**src/rtl/pvna_ram.sv**
```systemverilog
// ----------------------------------------------------------------------------
// pvna_ram
// Generic single-write, single-read RAM with a registered read port.
// ----------------------------------------------------------------------------
module pvna_ram #(
    parameter int WIDTH = 8,
    parameter int DEPTH = 16
) (
    input  logic                     clk,
    input  logic                     we,
    input  logic [$clog2(DEPTH)-1:0] waddr,
    input  logic [WIDTH-1:0]         wdata,
    input  logic [$clog2(DEPTH)-1:0] raddr,
    output logic [WIDTH-1:0]         rdata
);

    logic [WIDTH-1:0] mem [DEPTH];
    logic [WIDTH-1:0] rdata_reg;

    always_ff @(posedge clk)
    begin
        if (we)
        begin
            mem[waddr] <= wdata;
        end
        rdata_reg <= mem[raddr];
    end

    assign rdata = rdata_reg;

endmodule

```
**config.mk**
```make
export PLATFORM = sky130hd
export DESIGN_NAME = pvna_ram
export DESIGN_NICKNAME = d
export VERILOG_FILES = /design/src/rtl/pvna_ram.sv
export SDC_FILE = /design/constraint.sdc
export NUM_CORES = 1
export LEC_CHECK = 0
export BUFFER_PORTS_ARGS = -buffer_cell sky130_fd_sc_hd__buf_2
export CAP_MARGIN = 20
export CORE_MARGIN = 2
export CORE_UTILIZATION = 61
export DETAILED_ROUTE_END_ITERATION = 7
export GPL_TIMING_DRIVEN = 0
export PLACE_DENSITY = 0.79
export SKIP_CTS_REPAIR_TIMING = 1
export SYNTH_ARGS = -nofsm -noshare
export SYNTH_HDL_FRONTEND = slang
export SYNTH_SLANG_ARGS = --single-unit
```
**constraint.sdc**
```tcl
create_clock -name clk -period 4.3 [get_ports clk]
set_clock_uncertainty 0.1 [all_clocks]
set_input_delay 0.43 -clock clk [delete_from_list [all_inputs] [get_ports clk]]
set_output_delay 0.43 -clock clk [all_outputs]
set_load 0.02 [all_outputs]
```
==> impl_metrics.csv <==
group,metric,value,unit
timing,setup-violations-final,0,
synth,postSynthAreaPerCell,22.5,um^2
synth,synth_nets,247,
synth,ys_warn_count,0,
worst_setup_path,slowest_stage,"nor2_1",
finish,fin_nets,294,
global_routing,grt_usage,24.9,%
worst_setup_path,cp-end-kind,"register",
timing,slew_headroom,43.7,%
place,dp_slack,2090,ps
status,status,"complete, no violations",
finish,largest_reg_flops,128,
worst_setup_path,cp_cell_sequence,"buf_2 > or3b_2 > nor2_1",
place,placed_cells,361,
worst_setup_path,r2r_start,"mem[5][0]",
timing,hold_viol_final,0,
finish,area_growth,15.5,%
clock_network,cts_buffer_depth,2,
global_routing,grt_overflow,0,
floorplanning,initial_core_util,62.6,%
synth,synthFlopType,"edfxtp_1",
synth,synth_cell_types,19,
worst_hold_path,hp-start,"wdata[5]",
drt,via_per_inst,6.43,
clock_network,insertion_delay,510,ps
drt,num_vias,2526,
worst_hold_path,holdPathStages,1,
floorplanning,core_area,8220,um^2
floorplanning,rows,33,
floorplanning,io_pins,26,
synth,async_reset_ff_share,0,%
power,p_leak,0.00202,uW
drt,first_pass_iters,5,
power,ir_worst_vdd,0.306,mV
drt,route.met3.wl,1020,um
timing,fmax,0.583,GHz
clock_network,cts_tree,"yes",
drt,topRoutingLayerUsed,"met4",
floorplanning,die_area,9190,um^2
synth,synth_top_area_share,74.7,%
floorplanning,fp.dieW,95.9,um
synth,ys_seq_elements,136,
synth,synth_top_area_cell,"edfxtp_1",
finish,drive_above_1_share,28.1,%
clock_network,root_buffer,"clkbuf_8",
timing,post-route-period-util,39.9,%
timing,fin_hold_ws,225,ps
drt,wire_per_inst,26.0,um
clock_network,cts_sinks,136,
timing,timing.setup.tns,0,ps
finish,diodes,0,
timing,rsz0062_at_grt,"no",
worst_setup_path,crit_path_start_kind,"input pin",
timing,tightest_slew,841,ps
drt,drtIter0Drc,265,
finish,fin_cells,393,
timing,slew_violations,0,
floorplanning,fp.dieH,95.9,um
global_routing,grt_antenna_before_repair,0,
drt,wl_met2,5100,um
synth,syn_inst,229,
place,post-dp-hpwl,6310,um
clock_network,cts.clk_slew.worst_paths,60,ps
global_routing,grt_pass1_wl,14800,um
place,place.gp.congestion,0.717,
drt,drc,0,
power,power,2920,uW
run,cap_viol_max_count,0,
worst_setup_path,worstPathRequired,4330,ps
drt,routed_wl,10200,um
global_routing,grt_pass1_vias,2368,
clock_network,cts-htree-levels,4,
timing,period_needed,1720,ps
synth,seq_area_frac_synth,77.8,%
power,cellPowerDensity,490,nW/um^2
worst_setup_path,rrSetupSlack,2770,ps
timing,setup_ws,2580,ps
worst_setup_path,r2r_end,"rdata[0]",
worst_setup_path,crit_type,"input pin to register",
worst_setup_path,crit_fanout,8,
clock_network,numCtsBuffers,17,
worst_hold_path,hold_end,"mem[13][5]",
worst_setup_path,max_stage_delay,670,ps
place,portBuffers,24,
worst_hold_path,hp-class,"input pin to register",
synth,synthesis.area,5150,um^2
drt,m1WireLength,3990,um
synth,synth_area_leaders,"edfxtp_1, mux4_2, mux4_1, dfxtp_1, a22oi_1",
global_routing,grt_max_degree,17,
worst_setup_path,worstRegToRegCells,3,
drt,ant_nets,0,
worst_setup_path,critPathArrivalTime,1750,ps
synth,synth_edf_count,128,
## final cells by class
type	count	area, um^2
multi-input cells	83	1060
flip-flops and latches	136	4000
repair buffers	28	148
well taps	105	131
plain buffers	10	86.3
fillers	480	2270
clock inverters	5	50.0
clock buffers	26	468
## cells in the final DEF, fill, tap and decap left out
| cell | count |
|---|---|
| and2_1 | 1 |
| clkbuf_1 | 7 |
| nor3_1 | 4 |
| bufinv_16 | 1 |
| nor2_1 | 13 |
| clkbuf_8 | 3 |
| nand2_1 | 9 |
| clkinv_2 | 4 |
| nor2b_1 | 1 |
| mux4_2 | 18 |
| dfxtp_1 | 8 |
| or3b_2 | 1 |
| nand2b_1 | 2 |
| a22oi_1 | 16 |
| edfxtp_1 | 128 |
| buf_6 | 3 |
| and2b_1 | 1 |
| mux4_1 | 14 |
| clkdlybuf4s25_2 | 3 |
| nand3b_1 | 2 |
| buf_2 | 28 |
| buf_4 | 4 |
| clkbuf_16 | 16 |
| nand3_1 | 1 |
## layer usage
layer / up-vias / GRT usage [%]
li1: 1072 / -
met1: 1287 / 35.3
met2: 150 / 38.3
met3: 17 / 6.42
met4: 0 / 8.81
met5: - / 0
## metrics by stage
step | utilization [%] | instance area (um^2)
2_1_floorplan | - | 5150
3_3_place_gp | 65.7 | 5400
3_5_place_dp | 66.0 | 5420
4_1_cts | 72.3 | 5940
5_1_grt | 72.3 | 5940
6_report | 72.3 | 5940
## worst max path at each step
stage	from	to	slack, ps	cells after the start
2_1_floorplan	waddr[2]	mem[0][0]	2280	2
5_1_grt	waddr[2]	mem[3][2]	2540	3
6_report	waddr[2]	mem[3][2]	2580	3
4_1_cts	waddr[2]	mem[3][2]	2610	3
3_3_place_gp	waddr[2]	mem[0][7]	1750	3
3_5_place_dp	waddr[2]	mem[3][7]	2090	3
## synth_stat cells (2+ instances only)
master,n
nor2_1,13
buf_2,3
nand2b_1,2
a22oi_1,16
dfxtp_1,8
buf_6,3
mux4_2,18
nor3_1,4
nand2_1,9
mux4_1,14
edfxtp_1,128
nand3b_1,2
clkdlybuf4s25_2,3
## power breakdown
| part | internal (uW) | switching [uW] |
|---|---|---|
| sequential | 1480 | 7.99 |
| combinational | 59.6 | 92.3 |
| clock | 790 | 482 |
## critical path: cells and delay by family
family	cells	cell delay, ps
simple gates	2	1200
buf+inv	1	110
## logic make-up after synthesis
group	share of synthesized area, %
AND/OR/NAND/NOR	3.18
flip-flops	77.8
buffers and inverters	1.68
multiplexers	15.0
AO/OA/AOI/OAI	2.33
Power figures use the tool's default switching activity.
